==> src/rtl/core/stepper_ramp_pulse_generator_core_defines.svh <==
// Assertion macros for the stepper ramp pulse generator core.
// Included by the top level only; no other dependencies.
`ifndef STEPPER_RAMP_PULSE_GENERATOR_CORE_DEFINES_SVH
`define STEPPER_RAMP_PULSE_GENERATOR_CORE_DEFINES_SVH

// condition must hold at every edge outside reset
`define SRPG_ASSERT_HOLDS(label, clk, rst, cond, msg) \
   label: assert property (@(posedge clk) disable iff (rst) (cond)) else $error(msg);

// consequent must hold in the same cycle as the antecedent
`define SRPG_ASSERT_IMPLIES(label, clk, rst, ante, cons, msg) \
   label: assert property (@(posedge clk) disable iff (rst) (ante) |-> (cons)) else $error(msg);

`endif

==> src/rtl/core/srpg_pkg.sv <==
// Shared types and constants for the stepper ramp pulse generator core.
// No dependencies; used by the channel interfaces and the top level.
package srpg_pkg;

   localparam int TIME_DIVISOR_DEFAULT = 50000;

   localparam logic [15:0] RESET_ACCEL_RATE      = 16'd4;
   localparam logic [15:0] RESET_ACCEL_THRESHOLD = 16'd250;
   localparam logic [15:0] RESET_RELOAD          = 16'd69;
   localparam logic [15:0] RESET_MIN_PERIOD      = 16'd70;

   localparam int MUL_STEPS = 16;
   localparam int DIV_STEPS = 32;
   localparam int CNT_W     = $clog2(DIV_STEPS);

   typedef enum logic [1:0] {
      OP_TICK      = 2'd0,
      OP_MOVE      = 2'd1,
      OP_STOP      = 2'd2,
      OP_SET_SPEED = 2'd3
   } opcode_type;

   typedef enum logic [0:0] {
      CSR_ACCEL_RATE      = 1'b0,
      CSR_ACCEL_THRESHOLD = 1'b1
   } csr_index_type;

   typedef enum logic [3:0] {
      ST_IDLE,
      ST_STEP,
      ST_MUL_RATE,
      ST_TIME,
      ST_DIV,
      ST_CHECK,
      ST_MUL_WIN,
      ST_RAMP,
      ST_DONE
   } state_type;

endpackage

==> src/rtl/core/srpg_channels_if.sv <==
// Valid/ready channel interfaces for request, response and CSR writes.
// Depends on srpg_pkg for the opcode and register index types.
interface srpg_req_if;
   logic                   valid;
   logic                   ready;
   srpg_pkg::opcode_type   opcode;
   logic signed [31:0]     move_steps;
   logic [15:0]            speed_interval;

   modport source (output valid, opcode, move_steps, speed_interval, input ready);
   modport sink   (input valid, opcode, move_steps, speed_interval, output ready);
endinterface

interface srpg_rsp_if;
   logic                valid;
   logic                ready;
   logic                step_pulse;
   logic                direction;
   logic signed [31:0]  position;
   logic                running;
   logic                move_done;
   logic                accepted;
   logic [15:0]         period_reload;

   modport source (output valid, step_pulse, direction, position, running, move_done,
                   accepted, period_reload, input ready);
   modport sink   (input valid, step_pulse, direction, position, running, move_done,
                   accepted, period_reload, output ready);
endinterface

interface srpg_csr_if;
   logic                     valid;
   logic                     ready;
   srpg_pkg::csr_index_type  reg_index;
   logic [15:0]              wdata;

   modport source (output valid, reg_index, wdata, input ready);
   modport sink   (input valid, reg_index, wdata, output ready);
endinterface

==> src/rtl/core/stepper_ramp_pulse_generator_core.sv <==
// Stepper ramp pulse generator core: step, position and trapezoidal ramp control.
// Depends on srpg_pkg, the srpg channel interfaces and the assertion macro header.

// One item is worked at a time; each gives exactly one response item. Move, set speed
// and a tick while no move runs go from acceptance straight to the done state. Tick
// (during a move) and stop run the step, rate multiply, time, divide, check and ramp
// states, and a window multiply when the deceleration window has to be evaluated,
// using the bit-serial 16-step shift-add multiplier (once for reload times rate and
// once for the window) and the 32-step restoring divider yielding rate quotient and time slot.
// A new item is accepted while the previous response still waits in the output register.
`include "stepper_ramp_pulse_generator_core_defines.svh"

module stepper_ramp_pulse_generator_core #(
   parameter int TIME_DIVISOR = srpg_pkg::TIME_DIVISOR_DEFAULT
) (
   input  logic       clock,
   input  logic       reset,
   srpg_req_if.sink   req_chan,
   srpg_rsp_if.source rsp_chan,
   srpg_csr_if.sink   csr_chan
);

   localparam int TD_W = $clog2(TIME_DIVISOR + 1);
   localparam logic [TD_W:0]  TD_CONST = (TD_W + 1)'(TIME_DIVISOR);
   localparam logic [31:0]    TD_WORD  = 32'(TIME_DIVISOR);
   localparam logic [srpg_pkg::CNT_W-1:0] MUL_LAST = srpg_pkg::CNT_W'(srpg_pkg::MUL_STEPS - 1);
   localparam logic [srpg_pkg::CNT_W-1:0] DIV_LAST = srpg_pkg::CNT_W'(srpg_pkg::DIV_STEPS - 1);

   srpg_pkg::state_type state_ff, state_in;

   logic [15:0] accel_rate_ff, accel_threshold_ff;
   logic [15:0] reload_ff, min_period_ff, speed_offset_ff, last_slot_ff;
   logic [31:0] steps_total_ff, steps_done_ff, position_ff, elapsed_ff;
   logic        dir_ff, busy_ff;
   logic        pulse_ff, done_ff, acc_ff;
   logic [srpg_pkg::CNT_W-1:0] cnt_ff;

   logic [47:0]     mul_acc_ff;
   logic [31:0]     mul_mcand_ff;
   logic [15:0]     mul_mplier_ff;
   logic [31:0]     qnum_ff, qrem_ff, snum_ff;
   logic [TD_W-1:0] srem_ff;

   logic        rsp_valid_ff;
   logic        rsp_pulse_ff, rsp_dir_ff, rsp_running_ff, rsp_done_ff, rsp_acc_ff;
   logic [31:0] rsp_position_ff;
   logic [15:0] rsp_reload_ff;

   logic        req_ready, load_rsp, req_fire, csr_fire;
   logic        step_go, slot_ne, ramp_up, ramp_down, q_ge, s_ge;
   logic [15:0] reload_step, set_offset;
   logic [31:0] elapsed_next, remaining, quot_final;
   logic [47:0] mul_acc_next;
   logic [32:0] q_trial;
   logic [TD_W:0] s_trial;

   // ---------------------------------------------------------------- next state
   always_comb begin
      state_in = state_ff;
      case (state_ff)
         srpg_pkg::ST_IDLE: begin
            if (req_fire) begin
               case (req_chan.opcode)
                  srpg_pkg::OP_TICK: state_in = busy_ff ? srpg_pkg::ST_STEP : srpg_pkg::ST_DONE;
                  srpg_pkg::OP_STOP: state_in = srpg_pkg::ST_STEP;
                  default:           state_in = srpg_pkg::ST_DONE;
               endcase
            end
         end
         srpg_pkg::ST_STEP:     state_in = srpg_pkg::ST_MUL_RATE;
         srpg_pkg::ST_MUL_RATE: if (cnt_ff == MUL_LAST) state_in = srpg_pkg::ST_TIME;
         srpg_pkg::ST_TIME:     state_in = srpg_pkg::ST_DIV;
         srpg_pkg::ST_DIV:      if (cnt_ff == DIV_LAST) state_in = srpg_pkg::ST_CHECK;
         srpg_pkg::ST_CHECK: begin
            state_in = (reload_ff < accel_threshold_ff && slot_ne) ?
                       srpg_pkg::ST_MUL_WIN : srpg_pkg::ST_RAMP;
         end
         srpg_pkg::ST_MUL_WIN:  if (cnt_ff == MUL_LAST) state_in = srpg_pkg::ST_RAMP;
         srpg_pkg::ST_RAMP:     state_in = srpg_pkg::ST_DONE;
         srpg_pkg::ST_DONE:     if (load_rsp) state_in = srpg_pkg::ST_IDLE;
         default:               state_in = srpg_pkg::ST_IDLE;
      endcase
   end

   // ---------------------------------------------------------------- control outputs
   always_comb begin
      req_ready = 1'b0;
      load_rsp  = 1'b0;
      case (state_ff)
         srpg_pkg::ST_IDLE: req_ready = 1'b1;
         srpg_pkg::ST_DONE: load_rsp  = !rsp_valid_ff || rsp_chan.ready;
         default: begin
            req_ready = 1'b0;
            load_rsp  = 1'b0;
         end
      endcase
   end

   assign req_chan.ready = req_ready;
   assign csr_chan.ready = 1'b1;
   assign req_fire       = req_chan.valid && req_ready;
   assign csr_fire       = csr_chan.valid;

   // ---------------------------------------------------------------- datapath helpers
   assign step_go     = steps_done_ff < steps_total_ff;
   assign reload_step = (step_go || speed_offset_ff == 16'd0) ?
                        reload_ff : accel_threshold_ff - 16'd1;
   assign set_offset  = (req_chan.speed_interval < accel_threshold_ff) ?
                        accel_threshold_ff - req_chan.speed_interval : 16'd0;

   assign mul_acc_next = {mul_acc_ff[46:0], 1'b0} +
                         (mul_mplier_ff[15] ? {16'd0, mul_mcand_ff} : 48'd0);
   assign elapsed_next = elapsed_ff + (pulse_ff ? mul_acc_ff[31:0] : 32'd0);

   assign q_trial = {qrem_ff, qnum_ff[31]};
   assign q_ge    = q_trial >= {1'b0, mul_acc_ff[31:0]};
   assign s_trial = {srem_ff, snum_ff[31]};
   assign s_ge    = s_trial >= TD_CONST;

   assign quot_final = (mul_acc_ff[31:0] == 32'd0) ? 32'hFFFF_FFFF : qnum_ff;
   assign slot_ne    = snum_ff != {16'd0, last_slot_ff};
   assign remaining  = steps_total_ff - steps_done_ff;
   assign ramp_up    = reload_ff < accel_threshold_ff && slot_ne &&
                       {16'd0, remaining} <= mul_acc_ff;
   assign ramp_down  = !ramp_up && reload_ff > min_period_ff && slot_ne;

   // ---------------------------------------------------------------- control and state
   always_ff @(posedge clock) begin
      if (reset) begin
         state_ff           <= srpg_pkg::ST_IDLE;
         cnt_ff             <= '0;
         rsp_valid_ff       <= 1'b0;
         accel_rate_ff      <= srpg_pkg::RESET_ACCEL_RATE;
         accel_threshold_ff <= srpg_pkg::RESET_ACCEL_THRESHOLD;
         reload_ff          <= srpg_pkg::RESET_RELOAD;
         min_period_ff      <= srpg_pkg::RESET_MIN_PERIOD;
         speed_offset_ff    <= 16'd0;
         steps_total_ff     <= 32'd0;
         steps_done_ff      <= 32'd0;
         position_ff        <= 32'd0;
         dir_ff             <= 1'b0;
         busy_ff            <= 1'b0;
         elapsed_ff         <= 32'd0;
         last_slot_ff       <= 16'd0;
         pulse_ff           <= 1'b0;
         done_ff            <= 1'b0;
         acc_ff             <= 1'b0;
      end else begin
         state_ff     <= state_in;
         rsp_valid_ff <= load_rsp || (rsp_valid_ff && !rsp_chan.ready);

         if (csr_fire) begin
            case (csr_chan.reg_index)
               srpg_pkg::CSR_ACCEL_RATE:      accel_rate_ff      <= csr_chan.wdata;
               srpg_pkg::CSR_ACCEL_THRESHOLD: accel_threshold_ff <= csr_chan.wdata;
               default:                       accel_rate_ff      <= accel_rate_ff;
            endcase
         end

         case (state_ff)
            srpg_pkg::ST_IDLE: begin
               if (req_fire) begin
                  pulse_ff <= 1'b0;
                  done_ff  <= 1'b0;
                  acc_ff   <= 1'b0;
                  case (req_chan.opcode)
                     srpg_pkg::OP_MOVE: begin
                        if (!busy_ff) begin
                           dir_ff         <= !req_chan.move_steps[31];
                           steps_total_ff <= req_chan.move_steps[31] ?
                                             32'd0 - req_chan.move_steps :
                                             req_chan.move_steps;
                           steps_done_ff  <= 32'd0;
                           busy_ff        <= 1'b1;
                           elapsed_ff     <= 32'd0;
                           acc_ff         <= 1'b1;
                        end
                     end
                     srpg_pkg::OP_STOP: steps_done_ff <= steps_total_ff;
                     srpg_pkg::OP_SET_SPEED: begin
                        if (req_chan.speed_interval != 16'd0) begin
                           min_period_ff   <= req_chan.speed_interval;
                           speed_offset_ff <= set_offset;
                           reload_ff       <= req_chan.speed_interval + set_offset - 16'd1;
                        end
                     end
                     default: ;
                  endcase
               end
            end
            srpg_pkg::ST_STEP: begin
               cnt_ff <= '0;
               if (step_go) begin
                  pulse_ff      <= 1'b1;
                  steps_done_ff <= steps_done_ff + 32'd1;
                  position_ff   <= dir_ff ? position_ff + 32'd1 : position_ff - 32'd1;
               end else begin
                  done_ff   <= busy_ff;
                  busy_ff   <= 1'b0;
                  reload_ff <= reload_step;
               end
            end
            srpg_pkg::ST_MUL_RATE, srpg_pkg::ST_DIV, srpg_pkg::ST_MUL_WIN: begin
               cnt_ff <= cnt_ff + 1'b1;
            end
            srpg_pkg::ST_TIME: begin
               cnt_ff     <= '0;
               elapsed_ff <= elapsed_next;
            end
            srpg_pkg::ST_CHECK: cnt_ff <= '0;
            srpg_pkg::ST_RAMP: begin
               if (ramp_up) begin
                  last_slot_ff <= snum_ff[15:0];
                  reload_ff    <= reload_ff + 16'd1;
               end else if (ramp_down) begin
                  last_slot_ff <= snum_ff[15:0];
                  reload_ff    <= reload_ff - 16'd1;
               end
            end
            default: cnt_ff <= cnt_ff;
         endcase
      end
   end

   // ---------------------------------------------------------------- serial units and item
   always_ff @(posedge clock) begin
      case (state_ff)
         srpg_pkg::ST_STEP: begin
            mul_acc_ff    <= 48'd0;
            mul_mcand_ff  <= {16'd0, accel_rate_ff};
            mul_mplier_ff <= reload_step;
         end
         srpg_pkg::ST_MUL_RATE, srpg_pkg::ST_MUL_WIN: begin
            mul_acc_ff    <= mul_acc_next;
            mul_mplier_ff <= {mul_mplier_ff[14:0], 1'b0};
         end
         srpg_pkg::ST_TIME: begin
            qnum_ff <= TD_WORD;
            qrem_ff <= 32'd0;
            snum_ff <= elapsed_next;
            srem_ff <= '0;
         end
         srpg_pkg::ST_DIV: begin
            qnum_ff <= {qnum_ff[30:0], q_ge};
            qrem_ff <= q_ge ? 32'(q_trial - {1'b0, mul_acc_ff[31:0]}) : q_trial[31:0];
            snum_ff <= {snum_ff[30:0], s_ge};
            srem_ff <= s_ge ? TD_W'(s_trial - TD_CONST) : s_trial[TD_W-1:0];
         end
         srpg_pkg::ST_CHECK: begin
            mul_acc_ff    <= 48'd0;
            mul_mcand_ff  <= quot_final;
            mul_mplier_ff <= accel_threshold_ff - reload_ff;
         end
         srpg_pkg::ST_DONE: begin
            if (load_rsp) begin
               rsp_pulse_ff    <= pulse_ff;
               rsp_dir_ff      <= dir_ff;
               rsp_position_ff <= position_ff;
               rsp_running_ff  <= busy_ff;
               rsp_done_ff     <= done_ff;
               rsp_acc_ff      <= acc_ff;
               rsp_reload_ff   <= reload_ff;
            end
         end
         default: mul_mplier_ff <= mul_mplier_ff;
      endcase
   end

   assign rsp_chan.valid         = rsp_valid_ff;
   assign rsp_chan.step_pulse    = rsp_pulse_ff;
   assign rsp_chan.direction     = rsp_dir_ff;
   assign rsp_chan.position      = rsp_position_ff;
   assign rsp_chan.running       = rsp_running_ff;
   assign rsp_chan.move_done     = rsp_done_ff;
   assign rsp_chan.accepted      = rsp_acc_ff;
   assign rsp_chan.period_reload = rsp_reload_ff;

   // ---------------------------------------------------------------- assertions
   `SRPG_ASSERT_HOLDS(a_done_le_total, clock, reset,
                      steps_done_ff <= steps_total_ff, "steps done past total")
   `SRPG_ASSERT_IMPLIES(a_fall_flags_done, clock, reset,
                        $fell(busy_ff), done_ff, "move ended without done flag")
   `SRPG_ASSERT_IMPLIES(a_rise_clears, clock, reset, $rose(busy_ff),
                        steps_done_ff == 32'd0 && elapsed_ff == 32'd0,
                        "move started with stale counters")

endmodule
==> src/flat_wrapper.sv <==
// flat-port wrapper written by rule: the top's interface ports become plain ports
module stepper_ramp_pulse_generator_core_flat 
#(
   parameter int TIME_DIVISOR = srpg_pkg::TIME_DIVISOR_DEFAULT
)
  (clock, reset, req_chan_valid, req_chan_opcode, req_chan_move_steps, req_chan_speed_interval, req_chan_ready, rsp_chan_valid, rsp_chan_step_pulse, rsp_chan_direction, rsp_chan_position, rsp_chan_running, rsp_chan_move_done, rsp_chan_accepted, rsp_chan_period_reload, rsp_chan_ready, csr_chan_valid, csr_chan_reg_index, csr_chan_wdata, csr_chan_ready);
  srpg_req_if req_chan_i ();
  srpg_rsp_if rsp_chan_i ();
  srpg_csr_if csr_chan_i ();
  input  logic clock;
  input  logic reset;
  input wire logic [$bits(req_chan_i.valid)-1:0] req_chan_valid;
  input wire logic [$bits(req_chan_i.opcode)-1:0] req_chan_opcode;
  input wire logic [$bits(req_chan_i.move_steps)-1:0] req_chan_move_steps;
  input wire logic [$bits(req_chan_i.speed_interval)-1:0] req_chan_speed_interval;
  output wire logic [$bits(req_chan_i.ready)-1:0] req_chan_ready;
  output wire logic [$bits(rsp_chan_i.valid)-1:0] rsp_chan_valid;
  output wire logic [$bits(rsp_chan_i.step_pulse)-1:0] rsp_chan_step_pulse;
  output wire logic [$bits(rsp_chan_i.direction)-1:0] rsp_chan_direction;
  output wire logic [$bits(rsp_chan_i.position)-1:0] rsp_chan_position;
  output wire logic [$bits(rsp_chan_i.running)-1:0] rsp_chan_running;
  output wire logic [$bits(rsp_chan_i.move_done)-1:0] rsp_chan_move_done;
  output wire logic [$bits(rsp_chan_i.accepted)-1:0] rsp_chan_accepted;
  output wire logic [$bits(rsp_chan_i.period_reload)-1:0] rsp_chan_period_reload;
  input wire logic [$bits(rsp_chan_i.ready)-1:0] rsp_chan_ready;
  input wire logic [$bits(csr_chan_i.valid)-1:0] csr_chan_valid;
  input wire logic [$bits(csr_chan_i.reg_index)-1:0] csr_chan_reg_index;
  input wire logic [$bits(csr_chan_i.wdata)-1:0] csr_chan_wdata;
  output wire logic [$bits(csr_chan_i.ready)-1:0] csr_chan_ready;
  assign req_chan_i.valid = req_chan_valid;
  assign req_chan_i.opcode = req_chan_opcode;
  assign req_chan_i.move_steps = req_chan_move_steps;
  assign req_chan_i.speed_interval = req_chan_speed_interval;
  assign req_chan_ready = req_chan_i.ready;
  assign rsp_chan_valid = rsp_chan_i.valid;
  assign rsp_chan_step_pulse = rsp_chan_i.step_pulse;
  assign rsp_chan_direction = rsp_chan_i.direction;
  assign rsp_chan_position = rsp_chan_i.position;
  assign rsp_chan_running = rsp_chan_i.running;
  assign rsp_chan_move_done = rsp_chan_i.move_done;
  assign rsp_chan_accepted = rsp_chan_i.accepted;
  assign rsp_chan_period_reload = rsp_chan_i.period_reload;
  assign rsp_chan_i.ready = rsp_chan_ready;
  assign csr_chan_i.valid = csr_chan_valid;
  assign csr_chan_i.reg_index = csr_chan_reg_index;
  assign csr_chan_i.wdata = csr_chan_wdata;
  assign csr_chan_ready = csr_chan_i.ready;
  stepper_ramp_pulse_generator_core #(.TIME_DIVISOR(TIME_DIVISOR)) u_core (.clock(clock), .reset(reset), .req_chan(req_chan_i), .rsp_chan(rsp_chan_i), .csr_chan(csr_chan_i));
endmodule
==> config.mk <==
export PLATFORM = sky130hd
export DESIGN_NAME = stepper_ramp_pulse_generator_core_flat
export DESIGN_NICKNAME = d
export VERILOG_FILES = /design/src/rtl/core/srpg_pkg.sv /design/src/rtl/core/srpg_channels_if.sv /design/src/rtl/core/stepper_ramp_pulse_generator_core.sv /design/src/flat_wrapper.sv
export VERILOG_INCLUDE_DIRS = /design/src /design/src/rtl/core
export SDC_FILE = /design/constraint.sdc
export NUM_CORES = 2
export LEC_CHECK = 0
export CELL_PAD_IN_SITES_DETAIL_PLACEMENT = 1
export CELL_PAD_IN_SITES_GLOBAL_PLACEMENT = 2
export CORE_MARGIN = 2
export CORE_UTILIZATION = 35
export CTS_BUF_LIST = sky130_fd_sc_hd__clkbuf_4 sky130_fd_sc_hd__clkbuf_8
export CTS_CLUSTER_DIAMETER = 120
export DETAILED_ROUTE_END_ITERATION = 12
export DONT_BUFFER_PORTS = 1
export HOLD_SLACK_MARGIN = 0.12
export PLACE_DENSITY = 0.8
export SLEW_MARGIN = 20
export SYNTH_ARGS = -nofsm -noshare
export SYNTH_HDL_FRONTEND = slang
export SYNTH_SLANG_ARGS = --single-unit
==> constraint.sdc <==
create_clock -name clock -period 14.1 [get_ports clock]
set_input_delay 2.115 -clock clock [delete_from_list [all_inputs] [get_ports clock]]
set_output_delay 2.115 -clock clock [all_outputs]
set_load 0.02 [all_outputs]
==> Word level (Yosys, flattened, before mapping) <==
Index checks and enable logic that the tools add are counted.
W data, S select, Z words.
{ "totals": {"in_bits": 72, "out_inout_bits": 56, "word_cells": 188, "regBits": 500} }
{ "classes": {"n_mux": 56, "bitwise": 2, "order_cmp": 7, "n_addsub": 17, "eq_ne": 28, "n_reduce_logical": 46} }
{ "op_table": {"columns": ["op", "count"], "rows": [
  ["$pmux W32 S2", 7],
  ["$mux W32", 11],
  ["$mux W16", 11],
  ["$pmux W16 S3", 2],
  ["$pmux W48 S2", 1],
  ["$add A32 B1 Y32 const B", 2],
  ["$sub A32 B32 Y32", 2],
  ["$add A48 B48 Y48", 1],
  ["$le A32 B48 Y1", 1],
  ["$sub A16 B1 Y16 const B", 3],
  ["$pmux W4 S9", 1],
  ["$ge A33 B32 Y1", 1],
  ["$add A32 B32 Y32", 1],
  ["$logic_not A32 Y1", 1],
  ["$lt A16 B16 Y1", 2],
  ["$lt A32 B32 Y1", 1],
  ["$ne A32 B16 Y1", 1],
  ["$pmux W16 S2", 1],
  ["$sub A1 B32 Y32 const A", 1],
  ["$sub A16 B16 Y16", 2],
  ["$sub A32 B1 Y32 const B", 1],
  ["$mux W4", 6],
  ["$ge A17 B16 Y1 const B", 1],
  ["$add A16 B1 Y16 const B", 1],
  ["37 further kinds", 94]
]} }

==> Depth between registers and ports, before layout <==
{ "logic_depth": {"ltp_word": 9, "mapped_depth": 32, "depth_no_buf": 32} }

==> Worst setup path before layout <==
No wires, ideal clock.
{ "synth_path": {"path_type": "in2reg", "start": "input port req_chan_speed_interval[0]", "end": "register u_core.reload_ff[14]", "setup_ns": 0.133, "cell_stages": 25, "path_slack_ns": 6.987, "required_time_ns": 13.967, "arrival_time_ns": 6.981, "path_cell_list": "ha_1 > fa_1 > nor2b_1 > o31a_1 > o211ai_1 > nand2_1 > a2111oi_2 > o31ai_1 > and2_1 > clkbuf_1 > clkbuf_1 > nand2_1 > ha_1 > inv_1 > ha_1 > a21o_1 > a21oi_1 > nor2b_1 > o41a_1 > a41o_1 > o41ai_1 > o21ai_0 > mux2i_1 > a221oi_1 > a21oi_1"} }
{ "synth_via": {"elab_chain_len": 8, "word_cells_on_any_way": 12, "cone_classes": "add/sub (3); order compare (1); eq/ne (1); mux (5); reduce/logical (2)"} }
{ "synth_rtl": {"columns": ["element", "line_no", "source"], "rows": [
  ["start, declared", "flat_wrapper.sv:15", "input wire logic [$bits(req_chan_i.speed_interval)-1:0] req_chan_speed_interval;"],
  ["$sub A16 B16 Y16 / $lt A16 B16 Y1 (equally long branches)", "stepper_ramp_pulse_generator_core.sv:109, stepper_ramp_pulse_generator_core.sv:108", null],
  ["$mux W16", "stepper_ramp_pulse_generator_core.sv:108", "assign set_offset = (req_chan.speed_interval < accel_threshold_ff) ?"],
  ["$add A16 B16 Y16", "stepper_ramp_pulse_generator_core.sv:184", "reload_ff <= req_chan.speed_interval + set_offset - 16'd1;"],
  ["$sub A16 B1 Y16", "stepper_ramp_pulse_generator_core.sv:184", null],
  ["$mux W16", "stepper_ramp_pulse_generator_core.sv:181", "if (req_chan.speed_interval != 16'd0) begin"],
  ["$mux W16", "stepper_ramp_pulse_generator_core.sv:166", "case (req_chan.opcode)"],
  ["$mux W16", "stepper_ramp_pulse_generator_core.sv:162", "if (req_fire) begin"],
  ["$pmux W16 S3", "stepper_ramp_pulse_generator_core.sv:160", "case (state_ff)"],
  ["end signal, assigned", "stepper_ramp_pulse_generator_core.sv:184", null],
  ["end signal, assigned", "stepper_ramp_pulse_generator_core.sv:200", "reload_ff <= reload_step;"],
  ["end signal, assigned", "stepper_ramp_pulse_generator_core.sv:214", "reload_ff <= reload_ff + 16'd1;"],
  ["end, declared", "stepper_ramp_pulse_generator_core.sv:32", "logic [15:0] reload_ff, min_period_ff, speed_offset_ff, last_slot_ff;"]
]} }
Several ways; a longest one is shown, not always the timed one. The select of a mux whose other input is x is not followed.
A chain may end at the register's enable or synchronous reset.

==> Worst setup path in the final report <==
{ "layout_path": {"start": "register u_core.steps_done_ff[1]", "end": "register u_core.reload_ff[15]"} }
{ "layout_via": {"elab_chain_len": 8, "word_cells_on_any_way": 15, "cone_classes": "add/sub (1); order compare (2); eq/ne (2); mux (4); reduce/logical (6)"} }
{ "layout_rtl": {"columns": ["element", "line_no", "source"], "rows": [
  ["start, declared", "stepper_ramp_pulse_generator_core.sv:33", "logic [31:0] steps_total_ff, steps_done_ff, position_ff, elapsed_ff;"],
  ["start signal, assigned", "stepper_ramp_pulse_generator_core.sv:179", "srpg_pkg::OP_STOP: steps_done_ff <= steps_total_ff;"],
  ["start signal, assigned", "stepper_ramp_pulse_generator_core.sv:195", "steps_done_ff <= steps_done_ff + 32'd1;"],
  ["$sub A32 B32 Y32", "stepper_ramp_pulse_generator_core.sv:122", "assign remaining = steps_total_ff - steps_done_ff;"],
  ["$le A32 B48 Y1 (not written as such)", "stepper_ramp_pulse_generator_core.sv:124", "{16'd0, remaining} <= mul_acc_ff;"],
  ["$logic_and A1 B1 Y1", "stepper_ramp_pulse_generator_core.sv:123", "assign ramp_up = reload_ff < accel_threshold_ff && slot_ne &&"],
  ["$logic_not A1 Y1", "stepper_ramp_pulse_generator_core.sv:125", "assign ramp_down = !ramp_up && reload_ff > min_period_ff && slot_ne;"],
  ["$logic_and A1 B1 Y1 (2 in series)", "stepper_ramp_pulse_generator_core.sv:125", null],
  ["$ne A3 B1 Y1 (no source line)", null, null],
  ["$reduce_and A6 Y1 (no source line)", null, null],
  ["end signal, assigned", "stepper_ramp_pulse_generator_core.sv:135", "reload_ff <= srpg_pkg::RESET_RELOAD;"],
  ["end signal, assigned", "stepper_ramp_pulse_generator_core.sv:184", null],
  ["end signal, assigned", "stepper_ramp_pulse_generator_core.sv:200", null]
]} }
Several ways; a longest one is shown, not always the timed one. The select of a mux whose other input is x is not followed.

==> impl_metrics.tcl <==
set metrics [dict create \
    num_vias 28500 \
    seq_area_frac_synth_pct 37.6 \
    timing.final.crit_period_ns 7.69 \
    final_antenna_net_count 0 \
    synth_xor_area_share_pct 6.64 \
    grt_pass1_vias 28900 \
    rsz0062_at_grt "false" \
    syn2layout_area_growth_pct 10.2 \
    slew_viol_final 0 \
    crit_slowest_cell "o211ai_2" \
    initial_core_util_pct 35.3 \
    ys.flop_type "edfxtp_1" \
    grt_start_max_net_pins 217 \
    synth_nets 4233 \
    cts_tree "built" \
    synth-adder-area-share_pct 11.3 \
    wl_microns 108000 \
    worstMarginPinSlew_ns 1.08 \
    synth-edff-count 261 \
    synthSimpleGateAreaFrac_pct 19.1 \
    total_power_uw 5010 \
    crit_type "reg2reg" \
    num_rows 113 \
    place_congestion 0.893 \
    p_per_area_nw_per_um2 135 \
    drive_gt1_share_pct 6.71 \
    leakagePower_uw 0.0149 \
    cts.reportedPaths.clkPinSlew_ns 0.07 \
    slowest_delay_ns 0.55 \
    vias_per_cell 5.50 \
    htreeDepth 3 \
    ctsLongestPathBuffers 3 \
    start_kind "flip-flop" \
    yosys_warnings 0 \
    intPower_uw 3230 \
    die_y_microns 314 \
    drt_iter0_drc 1517 \
    r2r_start "u_core.steps_done_ff[1]" \
    clk_latency_ns 0.75 \
    regArea_sq_um 12600 \
    synthDistinctLibCells 93 \
    max_clock_freq_mhz 130 \
    arrival_ns 8.32 \
    hold_path.startpoint "u_core.min_period_ff[10]" \
    hpwlAfterDp_microns 79300 \
    fin_skew_ns 0.0566 \
    switching_share_pct 35.5 \
    muxShareOfSynthArea_pct 1.17 \
    clockRootBuffer "clkbuf_8" \
    period_share_pct 54.6 \
    final_nets 4212 \
    seqPwrFrac_pct 35.5 \
    multi_input_area_sq_um 19700 \
    overflow 0 \
    syn_avg_cell_area_sq_um 8.69 \
    max_cap_violations 0 \
    core-area_sq_um 95000 \
    synth_top_area_cell "edfxtp_1" \
    top_level_ports 128 \
    synth_seq_cells 500 \
    port_buffers 0 \
    outcome "completed" \
    wire_per_inst_microns 20.8 \
    dr.pass1.iters 5 \
    synth_compound_gate_area_share_pct 20.2 \
    syn_inst 3863 \
    cts_resized 0 \
    die-area_sq_um 98500 \
    grt.total_usage_pct 21.6 \
    numCtsBuffers 94 \
    clock-sinks 500 \
    drc 0 \
    p_sw_uw 1780 \
    ir_drop_uv 87.3 \
    tns_ns 0 \
    grt_pass1_wl_microns 168000 \
    post_cts_buffers 0 \
    hp-class "reg2reg" \
    syn_area_sq_um 33600 \
    fill_cells 11300 \
    finalSetupViolations 0 \
    postCtsHoldBufs 0 \
    cp_max_fo 20 \
    final_hold_viol_count 0 \
    maxSlewHeadroom_pct 28.1 \
    crit_buf_inv 1 \
    synthArstFlopShare_pct 0 \
    synth_top_cell_area_share_pct 23.3 \
    p_comb_share_pct 32.2 \
    synth_top_family_by_area "compound AO/OA/AOI/OAI gates" \
    synthTopCellsByArea "edfxtp_1, dfxtp_1, ha_1" \
    cp_top_family "compound AO/OA/AOI/OAI gates" \
    die_x_microns 314 \
    antenna_found_initial 1 \
    cp-end-kind "flip-flop" \
    cp.required_ns 14.72 \
    p_clk_share_pct 32.3 \
    crit_path_start "u_core.steps_done_ff[1]" \
]
-- worst min-delay path, stage by stage (launching register included) --
cell and delay [ns]:
dfxtp_1 0.31, nand2_1 0.05, a21oi_1 0.05
-- power groups by stage --
stage	Clock [uW]	Combinational [uW]	Sequential [uW]
after floorplan	0	1240	1740
after global placement	0	1570	1810
after detailed placement	0	1600	1810
after CTS	1660	1610	1780
after global routing	1720	1810	1790
final	1620	1610	1780
-- state kept, by name (all words and copies together), names as in the netlist, 32 cells and up --
| register | count |
|---|---|
| u_core.elapsed_ff | 32 |
| u_core.steps_done_ff | 32 |
| u_core.qrem_ff | 32 |
| u_core.snum_ff | 32 |
| u_core.mul_mcand_ff | 32 |
| u_core.rsp_chan.position | 32 |
| u_core.position_ff | 32 |
| u_core.mul_acc_ff | 48 |
| u_core.steps_total_ff | 32 |
| u_core.qnum_ff | 32 |
-- logic make-up after synthesis --
group	after synthesis
compound gates	1054
simple gates	1363
fa+ha+maj	298
mux	39
xor+xnor	253
other cells	1
flops	500
buf+inv	355
-- synth_stat cells (66+ instances only) --
master / count
inv_1: 206
a211oi_1: 69
edfxtp_1: 261
a21o_1: 100
nor3_1: 66
nand2_1: 475
xor2_1: 120
ha_1: 289
dfxtp_1: 239
nor2_1: 332
and2_1: 75
clkbuf_1: 131
xnor2_1: 132
nand3_1: 84
a21oi_1: 362
o21ai_0: 208
-- per-stage QoR --
step / area [sq um] / util (%) / worst slack [ns] / std cells / hold WS, ns
3_3_place_gp: 34900 / 36.7 / 6.35 / 5011 / 0.444
5_1_grt: 37000 / 39.0 / 5.86 / 5187 / 0.477
4_1_cts: 37000 / 39.0 / 6.36 / 5186 / 0.458
6_report: 37000 / 39.0 / 6.41 / 5187 / 0.457
2_1_floorplan: 33600 / - / 6.99 / 3863 / 0.408
3_5_place_dp: 34900 / 36.7 / 6.18 / 5011 / 0.433
-- cell type report --
class                           instances  area share, %
Timing Repair Buffer                   32          0.649
Clock buffer                          139           4.53
Clock inverter                         36           1.15
Inverter                              206           2.09
Antenna cell                            1        0.00676
Multi-Input combinational cell       3008           53.2
Tap cell                             1265           4.28
Sequential cell                       500           34.1
-- routing by layer --
metal,GRT usage (%),part of all wire [%]
met5,0,0
met4,5.98,2.4
met3,3.60,4.3
met2,34.5,45
met1,29.9,48
-- worst paths after layout --
kind,slack (ns),cells after the start,end
worst max register to register,6.41,30,u_core.reload_ff[15]
worst min-delay path,0.46,2,u_core.min_period_ff[10]
worst min register to register,0.46,2,u_core.min_period_ff[10]
worst max-delay path,6.41,30,u_core.reload_ff[15]
-- cell usage in the layout, fill, tap and decap left out, types with 10 or more instances in the layout --
cell | synthesis | final
nand2_1 | 475 | 473
a21oi_1 | 362 | 361
nor2_1 | 332 | 327
ha_1 | 289 | 289
edfxtp_1 | 261 | 261
dfxtp_1 | 239 | 239
o21ai_0 | 208 | 208
inv_1 | 206 | 204
xnor2_1 | 132 | 132
xor2_1 | 120 | 120
clkbuf_8 | 0 | 101
a21o_1 | 100 | 100
nand3_1 | 84 | 84
and2_1 | 75 | 75
a211oi_1 | 69 | 69
nor3_1 | 66 | 64
and3_1 | 60 | 60
nand4_1 | 50 | 50
nand2b_1 | 46 | 46
nor4_1 | 42 | 42
nor2b_1 | 42 | 40
clkbuf_4 | 0 | 38
mux2i_1 | 37 | 37
o21a_1 | 35 | 35
or3_1 | 34 | 34
buf_4 | 1 | 32
a31oi_1 | 26 | 25
o211ai_1 | 24 | 24
o31ai_1 | 20 | 20
a221oi_1 | 20 | 20
o21bai_1 | 17 | 17
a311oi_1 | 16 | 16
a22oi_1 | 15 | 15
clkinv_2 | 0 | 14
a2bb2oi_1 | 11 | 11
or4_1 | 10 | 10
a32o_1 | 10 | 10
Power figures use the tool's default switching activity.
